$ cat src/rtl/core/vmb_pkg.sv
// ----------------------------------------------------------------------------
// vmb_pkg
// Shared types and constants of the virtio-mmio block register file.
// ----------------------------------------------------------------------------
package vmb_pkg;

   localparam int CFG_WIN_BYTES = 64;
   localparam logic [11:0] CFG_BASE = 12'h100;
   localparam logic [11:0] CFG_END  = 12'(int'(CFG_BASE) + CFG_WIN_BYTES);

   localparam logic [31:0] MAGIC_WORD         = 32'h7472_6976;
   localparam logic [31:0] VERSION_MODERN     = 32'd2;
   localparam logic [31:0] BLOCK_DEVICE_ID    = 32'd2;
   localparam logic [31:0] VENDOR_WORD        = 32'h0;
   localparam logic [31:0] STATUS_NEEDS_RESET = 32'd64;
   localparam logic [31:0] ZERO_WORD          = 32'd0;
   localparam logic [31:0] SEL_LOW            = 32'd0;
   localparam logic [31:0] SEL_HIGH           = 32'd1;
   localparam logic [3:0]  REG_LEN            = 4'd4;

   localparam logic [1:0] FLAG_RING   = 2'b01;
   localparam logic [1:0] FLAG_CONFIG = 2'b10;

   localparam logic ACT_READ  = 1'b0;
   localparam logic ACT_WRITE = 1'b1;

   // register offsets
   localparam logic [11:0] OFF_MAGIC      = 12'h000;
   localparam logic [11:0] OFF_VERSION    = 12'h004;
   localparam logic [11:0] OFF_DEVICE_ID  = 12'h008;
   localparam logic [11:0] OFF_VENDOR     = 12'h00C;
   localparam logic [11:0] OFF_DEV_FEAT   = 12'h010;
   localparam logic [11:0] OFF_DEV_FSEL   = 12'h014;
   localparam logic [11:0] OFF_DRV_FEAT   = 12'h020;
   localparam logic [11:0] OFF_DRV_FSEL   = 12'h024;
   localparam logic [11:0] OFF_QUEUE_SEL  = 12'h030;
   localparam logic [11:0] OFF_QUEUE_MAX  = 12'h034;
   localparam logic [11:0] OFF_QUEUE_SIZE = 12'h038;
   localparam logic [11:0] OFF_QUEUE_RDY  = 12'h044;
   localparam logic [11:0] OFF_NOTIFY     = 12'h050;
   localparam logic [11:0] OFF_IRQ_STATUS = 12'h060;
   localparam logic [11:0] OFF_IRQ_ACK    = 12'h064;
   localparam logic [11:0] OFF_STATUS     = 12'h070;
   localparam logic [11:0] OFF_DESC_LO    = 12'h080;
   localparam logic [11:0] OFF_DESC_HI    = 12'h084;
   localparam logic [11:0] OFF_AVAIL_LO   = 12'h090;
   localparam logic [11:0] OFF_AVAIL_HI   = 12'h094;
   localparam logic [11:0] OFF_USED_LO    = 12'h0A0;
   localparam logic [11:0] OFF_USED_HI    = 12'h0A4;
   localparam logic [11:0] OFF_CFG_GEN    = 12'h0FC;

   // configuration register indexes
   localparam logic [1:0] CSR_FEAT_LO   = 2'd0;
   localparam logic [1:0] CSR_FEAT_HI   = 2'd1;
   localparam logic [1:0] CSR_QUEUE_MAX = 2'd2;
   localparam logic [1:0] CSR_CAPACITY  = 2'd3;

   localparam logic [31:0] RST_FEAT_LO   = 32'h200;
   localparam logic [31:0] RST_FEAT_HI   = 32'h1;
   localparam logic [15:0] RST_QUEUE_MAX = 16'd1024;
   localparam logic [47:0] RST_CAPACITY  = 48'd0;

   typedef struct packed {
      logic        action;
      logic [11:0] offset;
      logic [3:0]  access_len;
      logic [31:0] write_data;
   } req_type;

   typedef struct packed {
      logic [63:0] read_data;
      logic        irq_assert;
      logic        irq_deassert;
      logic        queue_kick;
   } rsp_type;

   typedef struct packed {
      logic [31:0] features_low;
      logic [31:0] features_high;
      logic [15:0] ring_limit;
      logic [47:0] capacity_sectors;
   } cfg_type;

endpackage

$ cat src/rtl/core/virtio_mmio_block_register_file.sv
// ----------------------------------------------------------------------------
// virtio_mmio_block_register_file
// virtio-mmio v2 transport register file of a block device.
// ----------------------------------------------------------------------------
//  channel  direction  handshake          payload
//  req      in         req_valid/ready    action, offset, access_len, write_data
//  rsp      out        rsp_valid/ready    read_data, irq_assert, irq_deassert,
//                                         queue_kick
//  csr      in         csr_we             csr_index, csr_wdata
//
//  One access per cycle sustained while rsp_ready is high. The req is taken into
//  the input register, then decode and state update fill the rsp result register.
//  Synchronous reset restores csr defaults and clears transport
//  state. A stalled rsp holds the result; one more request is still taken
//  into the input register before req_ready drops.
// ----------------------------------------------------------------------------
module virtio_mmio_block_register_file (
   input  logic        clock,
   input  logic        reset,
   input  logic        req_valid,
   output logic        req_ready,
   input  logic        req_action,
   input  logic [11:0] req_offset,
   input  logic [3:0]  req_access_len,
   input  logic [31:0] req_write_data,
   output logic        rsp_valid,
   input  logic        rsp_ready,
   output logic [63:0] rsp_read_data,
   output logic        rsp_irq_assert,
   output logic        rsp_irq_deassert,
   output logic        rsp_queue_kick,
   input  logic        csr_we,
   input  logic [1:0]  csr_index,
   input  logic [47:0] csr_wdata
);
   import vmb_pkg::*;

   logic    in_valid_ff,  in_valid_in;
   req_type in_req_ff,    in_req_in;
   logic    out_valid_ff, out_valid_in;
   rsp_type out_rsp_ff,   out_rsp_in;
   logic    advance;
   cfg_type cfg;
   rsp_type core_rsp;

   assign advance   = in_valid_ff && (!out_valid_ff || rsp_ready);
   assign req_ready = !in_valid_ff || advance;

   always_comb begin
      in_valid_in  = in_valid_ff;
      in_req_in    = in_req_ff;
      out_valid_in = out_valid_ff;
      out_rsp_in   = out_rsp_ff;
      if (advance) begin
         in_valid_in = 1'b0;
      end
      if (req_valid && req_ready) begin
         in_valid_in = 1'b1;
         in_req_in   = '{action: req_action, offset: req_offset,
                         access_len: req_access_len, write_data: req_write_data};
      end
      if (rsp_valid && rsp_ready) begin
         out_valid_in = 1'b0;
      end
      if (advance) begin
         out_valid_in = 1'b1;
         out_rsp_in   = core_rsp;
      end
   end

   always_ff @(posedge clock) begin
      if (reset) begin
         in_valid_ff  <= 1'b0;
         out_valid_ff <= 1'b0;
      end else begin
         in_valid_ff  <= in_valid_in;
         out_valid_ff <= out_valid_in;
      end
   end

   always_ff @(posedge clock) begin
      in_req_ff  <= in_req_in;
      out_rsp_ff <= out_rsp_in;
   end

   vmb_csr u_csr (
      .clock     (clock),
      .reset     (reset),
      .csr_we    (csr_we),
      .csr_index (csr_index),
      .csr_wdata (csr_wdata),
      .cfg       (cfg)
   );

   vmb_core u_core (
      .clock (clock),
      .reset (reset),
      .fire  (advance),
      .req   (in_req_ff),
      .cfg   (cfg),
      .rsp   (core_rsp)
   );

   assign rsp_valid        = out_valid_ff;
   assign rsp_read_data    = out_rsp_ff.read_data;
   assign rsp_irq_assert   = out_rsp_ff.irq_assert;
   assign rsp_irq_deassert = out_rsp_ff.irq_deassert;
   assign rsp_queue_kick   = out_rsp_ff.queue_kick;

endmodule

$ cat src/rtl/core/vmb_csr.sv
// ----------------------------------------------------------------------------
// vmb_csr
// Host-side configuration registers: offered features, queue limit, capacity.
// ----------------------------------------------------------------------------
module vmb_csr (
   input  logic            clock,
   input  logic            reset,
   input  logic            csr_we,
   input  logic [1:0]      csr_index,
   input  logic [47:0]     csr_wdata,
   output vmb_pkg::cfg_type cfg
);
   import vmb_pkg::*;

   cfg_type cfg_ff;
   cfg_type cfg_in;

   always_comb begin
      cfg_in = cfg_ff;
      if (csr_we) begin
         case (csr_index)
            CSR_FEAT_LO:   cfg_in.features_low     = csr_wdata[31:0];
            CSR_FEAT_HI:   cfg_in.features_high    = csr_wdata[31:0];
            CSR_QUEUE_MAX: cfg_in.ring_limit       = csr_wdata[15:0];
            CSR_CAPACITY:  cfg_in.capacity_sectors = csr_wdata;
            default:       cfg_in = cfg_ff;
         endcase
      end
   end

   always_ff @(posedge clock) begin
      if (reset) begin
         cfg_ff.features_low     <= RST_FEAT_LO;
         cfg_ff.features_high    <= RST_FEAT_HI;
         cfg_ff.ring_limit       <= RST_QUEUE_MAX;
         cfg_ff.capacity_sectors <= RST_CAPACITY;
      end else begin
         cfg_ff <= cfg_in;
      end
   end

   assign cfg = cfg_ff;

endmodule

$ cat src/rtl/core/vmb_core.sv
// ----------------------------------------------------------------------------
// vmb_core
// Transport state and access decode; updates state on each transfer.
// ----------------------------------------------------------------------------
module vmb_core (
   input  logic             clock,
   input  logic             reset,
   input  logic             fire,
   input  vmb_pkg::req_type req,
   input  vmb_pkg::cfg_type cfg,
   output vmb_pkg::rsp_type rsp
);
   import vmb_pkg::*;

   logic [31:0] device_status_ff,  device_status_in;
   logic [31:0] dev_fsel_ff,       dev_fsel_in;
   logic [31:0] drv_fsel_ff,       drv_fsel_in;
   logic [31:0] qsel_ff,           qsel_in;
   logic [1:0]  irq_flags_ff,      irq_flags_in;
   logic [31:0] accepted_lo_ff,    accepted_lo_in;
   logic [31:0] accepted_hi_ff,    accepted_hi_in;
   logic [31:0] qrdy_ff,           qrdy_in;
   logic [15:0] qsize_ff,          qsize_in;
   logic [63:0] desc_addr_ff,      desc_addr_in;
   logic [63:0] avail_addr_ff,     avail_addr_in;
   logic [63:0] used_addr_ff,      used_addr_in;

   logic        is_wr;
   logic        in_window;
   logic [11:0] win_base;
   logic [3:0]  win_bytes;
   logic [63:0] win_shifted;
   logic [63:0] win_mask;
   logic        fault_hit;

   assign is_wr     = (req.action == ACT_WRITE);
   assign in_window = (req.offset >= CFG_BASE) && (req.offset < CFG_END);
   assign win_base  = req.offset - CFG_BASE;
   assign win_bytes = (req.access_len > 4'd8) ? 4'd8 : req.access_len;
   assign win_shifted = {16'd0, cfg.capacity_sectors} >> {win_base[2:0], 3'b000};
   assign win_mask  = (win_bytes == 4'd8) ? {64{1'b1}}
                                         : ((64'd1 << {win_bytes[2:0], 3'b000}) - 64'd1);

   always_comb begin
      device_status_in = device_status_ff;
      dev_fsel_in      = dev_fsel_ff;
      drv_fsel_in      = drv_fsel_ff;
      qsel_in          = qsel_ff;
      irq_flags_in     = irq_flags_ff;
      accepted_lo_in   = accepted_lo_ff;
      accepted_hi_in   = accepted_hi_ff;
      qrdy_in          = qrdy_ff;
      qsize_in         = qsize_ff;
      desc_addr_in     = desc_addr_ff;
      avail_addr_in    = avail_addr_ff;
      used_addr_in     = used_addr_ff;
      rsp              = '0;
      fault_hit        = 1'b0;

      if (in_window) begin
         if (!is_wr && (win_base < 12'd8)) begin
            rsp.read_data = win_shifted & win_mask;
         end
      end else if (req.access_len == REG_LEN) begin
         case (req.offset)
            OFF_MAGIC:     if (!is_wr) rsp.read_data = {32'd0, MAGIC_WORD};
            OFF_VERSION:   if (!is_wr) rsp.read_data = {32'd0, VERSION_MODERN};
            OFF_DEVICE_ID: if (!is_wr) rsp.read_data = {32'd0, BLOCK_DEVICE_ID};
            OFF_VENDOR:    if (!is_wr) rsp.read_data = {32'd0, VENDOR_WORD};
            OFF_CFG_GEN:   if (!is_wr) rsp.read_data = {32'd0, ZERO_WORD};
            OFF_DEV_FEAT: begin
               if (!is_wr) begin
                  if (dev_fsel_ff == SEL_LOW) begin
                     rsp.read_data = {32'd0, cfg.features_low};
                  end else if (dev_fsel_ff == SEL_HIGH) begin
                     rsp.read_data = {32'd0, cfg.features_high};
                  end
               end
            end
            OFF_DEV_FSEL:  if (is_wr) dev_fsel_in = req.write_data;
            OFF_DRV_FEAT: begin
               if (is_wr) begin
                  if (drv_fsel_ff == SEL_LOW) begin
                     accepted_lo_in = req.write_data;
                  end else if (drv_fsel_ff == SEL_HIGH) begin
                     accepted_hi_in = req.write_data;
                     fault_hit      = ~req.write_data[0];
                  end
               end
            end
            OFF_DRV_FSEL:  if (is_wr) drv_fsel_in = req.write_data;
            OFF_QUEUE_SEL: if (is_wr) qsel_in = req.write_data;
            OFF_QUEUE_MAX: begin
               if (!is_wr && (qsel_ff == ZERO_WORD)) begin
                  rsp.read_data = {48'd0, cfg.ring_limit};
               end
            end
            OFF_QUEUE_SIZE: begin
               if (is_wr && (qsel_ff == ZERO_WORD)) begin
                  if (req.write_data > {16'd0, cfg.ring_limit}) begin
                     fault_hit = 1'b1;
                  end else begin
                     qsize_in = req.write_data[15:0];
                  end
               end
            end
            OFF_QUEUE_RDY: begin
               if (is_wr) qrdy_in       = req.write_data;
               else       rsp.read_data = {32'd0, qrdy_ff};
            end
            OFF_NOTIFY: begin
               if (is_wr) begin
                  irq_flags_in     = irq_flags_ff | FLAG_RING;
                  rsp.irq_assert   = 1'b1;
                  rsp.queue_kick   = 1'b1;
               end
            end
            OFF_IRQ_STATUS: if (!is_wr) rsp.read_data = {62'd0, irq_flags_ff};
            OFF_IRQ_ACK: begin
               if (is_wr) begin
                  irq_flags_in     = irq_flags_ff & ~req.write_data[1:0];
                  rsp.irq_deassert = 1'b1;
               end
            end
            OFF_STATUS: begin
               if (!is_wr) begin
                  rsp.read_data = {32'd0, device_status_ff};
               end else if (req.write_data == ZERO_WORD) begin
                  device_status_in = '0;
                  dev_fsel_in      = '0;
                  drv_fsel_in      = '0;
                  qsel_in          = '0;
                  irq_flags_in     = '0;
                  accepted_lo_in   = '0;
                  accepted_hi_in   = '0;
                  qrdy_in          = '0;
                  qsize_in         = '0;
                  desc_addr_in     = '0;
                  avail_addr_in    = '0;
                  used_addr_in     = '0;
               end else begin
                  device_status_in = req.write_data;
               end
            end
            OFF_DESC_LO:  if (is_wr) desc_addr_in[31:0]   = req.write_data;
            OFF_DESC_HI:  if (is_wr) desc_addr_in[63:32]  = req.write_data;
            OFF_AVAIL_LO: if (is_wr) avail_addr_in[31:0]  = req.write_data;
            OFF_AVAIL_HI: if (is_wr) avail_addr_in[63:32] = req.write_data;
            OFF_USED_LO:  if (is_wr) used_addr_in[31:0]   = req.write_data;
            OFF_USED_HI:  if (is_wr) used_addr_in[63:32]  = req.write_data;
            default: ;
         endcase
         if (fault_hit) begin
            device_status_in = STATUS_NEEDS_RESET;
            irq_flags_in     = FLAG_CONFIG;
            rsp.irq_assert   = 1'b1;
         end
      end
   end

   always_ff @(posedge clock) begin
      if (reset) begin
         device_status_ff <= '0;
         dev_fsel_ff      <= '0;
         drv_fsel_ff      <= '0;
         qsel_ff          <= '0;
         irq_flags_ff     <= '0;
         accepted_lo_ff   <= '0;
         accepted_hi_ff   <= '0;
         qrdy_ff          <= '0;
         qsize_ff         <= '0;
         desc_addr_ff     <= '0;
         avail_addr_ff    <= '0;
         used_addr_ff     <= '0;
      end else if (fire) begin
         device_status_ff <= device_status_in;
         dev_fsel_ff      <= dev_fsel_in;
         drv_fsel_ff      <= drv_fsel_in;
         qsel_ff          <= qsel_in;
         irq_flags_ff     <= irq_flags_in;
         accepted_lo_ff   <= accepted_lo_in;
         accepted_hi_ff   <= accepted_hi_in;
         qrdy_ff          <= qrdy_in;
         qsize_ff         <= qsize_in;
         desc_addr_ff     <= desc_addr_in;
         avail_addr_ff    <= avail_addr_in;
         used_addr_ff     <= used_addr_in;
      end
   end

   kick_raises_irq: assert property (@(posedge clock) disable iff (reset)
      fire && rsp.queue_kick |-> rsp.irq_assert)
      else $error("queue kick without interrupt raise");

   irq_dir_excl: assert property (@(posedge clock) disable iff (reset)
      fire |-> !(rsp.irq_assert && rsp.irq_deassert))
      else $error("interrupt raised and lowered by one access");

   write_reads_zero: assert property (@(posedge clock) disable iff (reset)
      fire && is_wr |-> rsp.read_data == 64'd0)
      else $error("write access returned read data");

   status_clear: assert property (@(posedge clock) disable iff (reset)
      fire && is_wr && !in_window && req.access_len == REG_LEN
         && req.offset == OFF_STATUS && req.write_data == ZERO_WORD
      |=> device_status_ff == ZERO_WORD && irq_flags_ff == 2'b00
         && qsize_ff == 16'd0)
      else $error("status write of zero did not clear transport state");

   fault_recorded: assert property (@(posedge clock) disable iff (reset)
      fire && fault_hit |=> device_status_ff == STATUS_NEEDS_RESET
         && irq_flags_ff == FLAG_CONFIG)
      else $error("needs-reset not recorded");

endmodule
$ cat config.mk
export PLATFORM = sky130hd
export DESIGN_NAME = virtio_mmio_block_register_file
export DESIGN_NICKNAME = d
export VERILOG_FILES = /design/src/rtl/core/vmb_pkg.sv /design/src/rtl/core/virtio_mmio_block_register_file.sv /design/src/rtl/core/vmb_csr.sv /design/src/rtl/core/vmb_core.sv
export SDC_FILE = /design/constraint.sdc
export NUM_CORES = 1
export LEC_CHECK = 0
export BUFFER_PORTS_ARGS = -buffer_cell sky130_fd_sc_hd__buf_2
export CORE_ASPECT_RATIO = 1.2
export CORE_MARGIN = 2
export CORE_UTILIZATION = 45
export DETAILED_ROUTE_END_ITERATION = 10
export GPL_ROUTABILITY_DRIVEN = 1
export PLACE_DENSITY = 0.64
export SYNTH_ARGS = -nofsm -noshare
export SYNTH_HDL_FRONTEND = slang
export SYNTH_HIERARCHICAL = 1
export SYNTH_SLANG_ARGS = --single-unit
export TNS_END_PERCENT = 30
$ cat constraint.sdc
create_clock -name clock -period 3.3 [get_ports clock]
set_input_delay 0.66 -clock clock [delete_from_list [all_inputs] [get_ports clock]]
set_output_delay 0.66 -clock clock [all_outputs]
set_load 0.005 [all_outputs]
==> results.py, run 1 <==
metrics = {
    "floorplan": {
        "start_util_pct": 45.4,
        "fp.dieH_um": 223,
        "core-area_mm2": 0.0396,
        "rows": 80,
        "die_x_um": 187,
        "num_io_pins": 173,
        "die-area_mm2": 0.0416,
    },
    "layout": {
        "fin_cells": 2395,
        "antenna_cells": 0,
        "nets": 1949,
        "area_growth_pct": 16.2,
        "final_util_pct": 52.8,
        "layout-drive-gt1-share_pct": 19.0,
    },
    "power": {
        "p_seq_share_pct": 48.5,
        "p_per_area_mw_per_mm2": 533,
        "power_frac_comb_pct": 6.1,
        "vdd_drop_max_mv": 0.289,
        "p_leak_nw": 8.05,
        "p_int_mw": 8.64,
        "clkPwrFrac_pct": 45.5,
        "p_sw_share_pct": 22.6,
        "p_switching_mw": 2.52,
    },
    "critical_path": {
        "critPathArrivalTime_ns": 3.34,
        "crit_family": "simple AND/OR/NAND/NOR gates",
        "crit_buf_inv": 0,
        "cp.depth": 6,
        "rr_worst_depth": 6,
        "crit_path_end_kind": "flip-flop",
        "crit_required_ns": 3.69,
        "crit_chain": "or4b_4 -> nor4_4 -> nand2b_2 -> or2_1 -> or3_1 -> nor2_2",
        "crit_type": "flip-flop to flip-flop",
        "cp_slowest_cell": "or3_1",
        "critPathMaxStageDelay_ns": 0.63,
        "r2r_slack_ns": 0.35,
        "start_kind": "flip-flop",
        "critPathMaxFanout": 9,
    },
    "grt": {
        "grt_pass1_vias": 13600,
        "grt_pass1_wl_um": 81500,
        "gr-total-overflow": 0,
        "antenna_found_initial": 0,
        "grt_max_degree": 102,
        "grt_usage_pct": 25.2,
    },
    "routing": {
        "ant_nets": 0,
        "wl_per_cell_um": 22.5,
        "drt_iter0_drc": 1709,
        "vias": 13900,
        "drt-total-wl_um": 53800,
        "vias_per_cell": 5.81,
        "drtPass1Iterations": 7,
        "drc_errors": 0,
    },
    "clock_network": {
        "cts.repair.resized": 0,
        "clkSinkCount": 408,
        "cts_setup_buffers": 0,
        "cts_max_level": 2,
        "cts_buffer_depth": 3,
        "clock_latency_ns": 0.55,
        "clk_pin_slew_ns": 0.06,
        "cts_buffers": 43,
        "cts.root.buffer_cell": "clkbuf_16",
        "postCtsHoldBufs": 0,
        "cts_tree": "yes",
    },
    "placement": {
        "place_congestion": 0.881,
        "hpwl_um": 37000,
        "dpl.cell_count": 2316,
        "port_buffers": 172,
    },
    "timing": {
        "max-slew-margin-rel_pct": 41.7,
        "worst_slew_pin_slew_ns": 0.874,
        "clock.fmax_ghz": 0.339,
        "finalClockSkew_ns": 0.0199,
        "finalSetupViolCount": 0,
        "hold_violations": 0,
        "finalSetupTns_ns": 0,
        "period_minus_slack_ns": 2.95,
        "period_share_pct": 89.3,
        "slew_violations": 0,
        "rsz0062_at_grt": "false",
    },
    "synthesis": {
        "synth.most_common_cell": "dfxtp_1",
        "async_flop_share_pct": 0,
        "synthFlopType": "dfxtp_1",
        "yosysTopAreaCell": "dfxtp_1",
        "yosysTopAreaCellShare_pct": 32.5,
        "synth_area_mm2": 0.0180,
        "ys_types": 76,
        "synthTopCellsByCount": "292 x dfxtp_1, 176 x nand2b_1, 169 x mux2i_1, 116 x edfxtp_1, 115 x nor2_1",
        "yosys_warnings": 6,
        "syn_avg_cell_area_um2": 10.7,
        "netlist_top_cells_area": "dfxtp_1 32%, edfxtp_1 19%, mux2i_1 9.4%",
        "synth_edf_count": 116,
        "ys_seq_elements": 408,
        "seq_area_frac_synth_pct": 51.8,
        "syn_inst": 1678,
    },
    "worst_hold_path": {
        "hold_class": "primary input to flip-flop",
        "hold_depth": 1,
    },
    "run": {
        "maxCapViolCount": 0,
    },
    "run_status": {
        "status": "finished clean",
    },
}
## metrics by stage
| step | power (mW) | cell area (µm²) | worst slack, ns | hold WS (ns) |
|---|---|---|---|---|
| 6_report | 11.2 | 20900 | 0.353 | 0.285 |
| 2_1_floorplan | 5.87 | 18100 | 0.176 | 0.433 |
| 3_5_place_dp | 6.19 | 19400 | 0.423 | 0.453 |
| 4_1_cts | 11.3 | 20900 | 0.395 | 0.261 |
| 3_3_place_gp | 6.17 | 19400 | 0.510 | 0.453 |
| 5_1_grt | 11.5 | 20900 | 0.241 | 0.264 |
## flip-flops by register name, indices dropped and copies added, names as in the netlist
signal and cells:
u_core/dev_fsel_ff 32, u_core/irq_flags_ff 2, rsp_irq_assert 1, u_core/device_status_ff 32
u_core/qrdy_ff 32, u_core/drv_fsel_ff 32, u_core/qsel_ff 32, rsp_irq_deassert 1
u_csr/cfg 128, rsp_read_data 64, rsp_queue_kick 1, rsp_valid 1
in_valid_ff 1, in_req_ff 49
## cell type report
class	count	area (µm²)
clock buffers	65	1330
clock inverters	14	174
fillers	3604	18700
inverters	25	93.8
multi-input cells	1120	8010
flip-flops and latches	408	9330
well taps	533	667
repair buffers	230	1330
## power groups by stage
stage	Clock (mW)	Combinational [mW]	Sequential (mW)
after floorplan	0	0.403	5.47
after global routing	5.36	0.729	5.42
after detailed placement	0	0.670	5.52
final	5.08	0.676	5.41
after CTS	5.18	0.673	5.41
after global placement	0	0.663	5.51
## metal layers
layer	global-route usage, %	wire length, µm	share of wire, %
met4	9.09	1880	3.5
met3	3.67	3700	6.9
met1	34.4	23200	43
met5	0	0	0
met2	40.7	25100	47
## cell usage in the layout (no fill, tap or decap), types with 23 or more instances in the layout
master | netlist | routed
a211oi_1 | 23 | 23
a21oi_1 | 48 | 47
a22o_1 | 70 | 70
a22oi_1 | 73 | 73
a2bb2oi_1 | 29 | 29
buf_2 | 29 | 171
buf_4 | 20 | 56
clkbuf_16 | 0 | 47
dfxtp_1 | 292 | 291
edfxtp_1 | 116 | 116
inv_1 | 24 | 24
mux2i_1 | 169 | 169
nand2_1 | 57 | 57
nand2b_1 | 176 | 176
nor2_1 | 115 | 115
nor4_1 | 39 | 37
o21ai_0 | 43 | 42
o22ai_1 | 25 | 25
## logic make-up after synthesis
logic type      after synthesis  synth area share, %
simple gates                508                 16.0
flops                       408                 51.8
compound gates              386                 15.8
mux                         190                 10.8
buf+inv                     165                 4.31
fa+ha+maj                    18                 1.24
xor+xnor                      2               0.0973
other cells                   1               0.0208
## worst paths after layout
path | start | to
worst min-delay path | req_write_data[9] | in_req_ff[9]$_DFFE_PP_
worst max register to register | in_req_ff[44]$_DFFE_PP_ | rsp_read_data[37]$_DFFE_PP_
worst min register to register | u_csr/cfg[87]$_SDFFE_PP0P_ | u_csr/cfg[87]$_SDFFE_PP0P_
worst max-delay path | in_req_ff[44]$_DFFE_PP_ | rsp_read_data[37]$_DFFE_PP_
No activity file was read; power rests on OpenSTA's default activity.
==> inputs of run 2 (changes only) <==
==> constraint.sdc (replaced) <==
create_clock -name clock -period 2.4 [get_ports clock]
set_input_delay 0.48 -clock clock [delete_from_list [all_inputs] [get_ports clock]]
set_output_delay 0.48 -clock clock [all_outputs]
set_load 0.005 [all_outputs]
==> results.py, run 2 (same netlist as run 1, synthesis figures left out) <==
metrics = {
    "run_status": {
        "status": "finished, violations left",
        "violations": "setup timing",
    },
    "timing": {
        "period_share_pct": 102,
        "period_minus_slack_ns": 2.45,
        "max-slew-margin-rel_pct": 50.2,
        "hold_violations": 0,
        "finalSetupViolCount": 8,
        "clock.fmax_ghz": 0.408,
        "finalClockSkew_ns": 0.0127,
        "worst_slew_pin_slew_ns": 0.747,
        "worst_slack_ns": -0.0522,
        "rsz0062_at_grt": "true",
        "slew_violations": 0,
    },
    "layout": {
        "largest_register_ffs": 128,
        "antenna_cells": 0,
        "area_growth_pct": 23.6,
        "layout-drive-gt1-share_pct": 25.6,
        "mostFrequentLayoutCells": "291 x dfxtp_1, 176 x nand2b_1, 171 x buf_2",
        "nets": 2063,
        "mostFrequentLayoutCell": "dfxtp_1",
    },
    "critical_path": {
        "crit_family": "simple AND/OR/NAND/NOR gates",
        "start_kind": "flip-flop",
        "cp_slowest_cell": "or4b_4",
        "crit_type": "flip-flop to flip-flop",
        "crit_required_ns": 2.82,
        "crit_path_end_kind": "flip-flop",
        "r2r_slack_ns": -0.05,
        "critPathMaxStageDelay_ns": 0.49,
        "critPathMaxFanout": 8,
        "rr_worst_depth": 7,
        "critical_path.startpoint": "in_req_ff[41]$_DFFE_PP_",
        "crit_buf_inv": 1,
        "critPathArrivalTime_ns": 2.87,
        "timing.rr.end": "rsp_read_data[32]$_DFFE_PP_",
        "r2r-start": "in_req_ff[41]$_DFFE_PP_",
        "crit_chain": "buf_4 -> or4b_4 -> nor4_4 -> nand2b_2 -> or2_1 -> or3_4 -> nor2_2",
    },
    "placement": {
        "place_congestion": 0.926,
        "port_buffers": 172,
        "dp_slack_ns": -0.309,
        "hpwl_um": 39500,
    },
    "floorplan": {
        "num_io_pins": 173,
        "die-area_mm2": 0.0416,
        "fp.dieH_um": 223,
        "start_util_pct": 45.4,
        "die_x_um": 187,
        "rows": 80,
        "core-area_mm2": 0.0396,
    },
    "worst_hold_path": {
        "min-delay-start": "req_write_data[8]",
        "hold_class": "primary input to flip-flop",
        "hold_depth": 1,
        "worstHoldEndpoint": "in_req_ff[8]$_DFFE_PP_",
    },
    "clock_network": {
        "cts.root.buffer_cell": "clkbuf_16",
        "clock_latency_ns": 0.56,
        "postCtsHoldBufs": 0,
        "cts_tree": "yes",
        "cts_buffers": 43,
        "clkSinkCount": 408,
        "clk_pin_slew_ns": 0.06,
        "cts_max_level": 2,
        "cts_buffer_depth": 3,
    },
    "routing": {
        "drt_iter0_drc": 1266,
        "drc_errors": 0,
        "drt-total-wl_um": 56200,
        "wl_per_cell_um": 22.4,
        "vias": 14500,
        "ant_nets": 0,
        "drtPass1Iterations": 7,
        "vias_per_cell": 5.76,
    },
    "grt": {
        "grt_usage_pct": 25.9,
        "grt_pass1_vias": 14000,
        "use_met2_pct": 43.9,
        "top_usage_layer": "met2",
        "grt_max_degree": 100,
        "grt_pass1_wl_um": 83300,
        "gr-total-overflow": 0,
        "antenna_found_initial": 0,
        "met1_usage_pct": 34.2,
        "met3_usage_pct": 3.43,
    },
    "power": {
        "p_leak_nw": 8.73,
        "p_per_area_mw_per_mm2": 677,
        "vdd_drop_max_mv": 0.655,
        "finalPower_mw": 15.1,
    },
    "run": {
        "maxCapViolCount": 0,
    },
}
## run 2: layout make-up
class / instances / area (µm²)
clock buffers: 68 / 1300
inverters: 25 / 93.8
repair buffers: 344 / 2520
multi-input cells: 1120 / 8250
well taps: 533 / 667
fillers: 3442 / 17400
clock inverters: 11 / 95.1
flip-flops and latches: 408 / 9330
## run 2: power by group
group	internal (mW)	switching, mW
Sequential	7.27	0.119
Clock	3.84	2.73
Combinational	0.456	0.657
## run 2: repair_timing
action / CTS / global route
setup endpoints to repair: 53 / 206
setup buffers: 3 / 6
cloned: 0 / 5
gates resized for setup: 8 / 92
pin swaps: 1 / 26
## run 2: worst max path at each step
stage | to | slack [ns] | cells past startpoint
after floorplan | u_core/qrdy_ff[10]$_SDFFE_PP0P_ | -0.01 | 7
after global placement | u_core/device_status_ff[25]$_SDFFE_PP0P_ | -0.26 | 7
after detailed placement | u_core/device_status_ff[25]$_SDFFE_PP0P_ | -0.31 | 7
after CTS | rsp_read_data[32]$_DFFE_PP_ | -0.04 | 7
after global routing | rsp_read_data[38]$_DFFE_PP_ | -0.13 | 7
final | rsp_read_data[32]$_DFFE_PP_ | -0.05 | 7
## run 2: per-layer routing
layer	part of all wire (%)	vias to the layer above	wire, µm
met2	48	532	27100
met4	3.1	0	1740
met1	43	7097	24200
met3	5.7	109	3210
met5	0	-	0
li1	-	6718	-
## run 2: per-stage QoR
step	cell area, µm²	std cells	hold slack (ns)	setup TNS [ns]	util, %
floorplan	18100	1693	0.433	-0.688	-
global placement	20400	2416	0.453	-7.72	51.5
detailed placement	20400	2416	0.458	-9.13	51.5
CTS	21900	2498	0.0720	-0.188	55.2
global route	22300	2509	0.0764	-2.37	56.2
finish	22300	2509	0.0941	-0.277	56.2
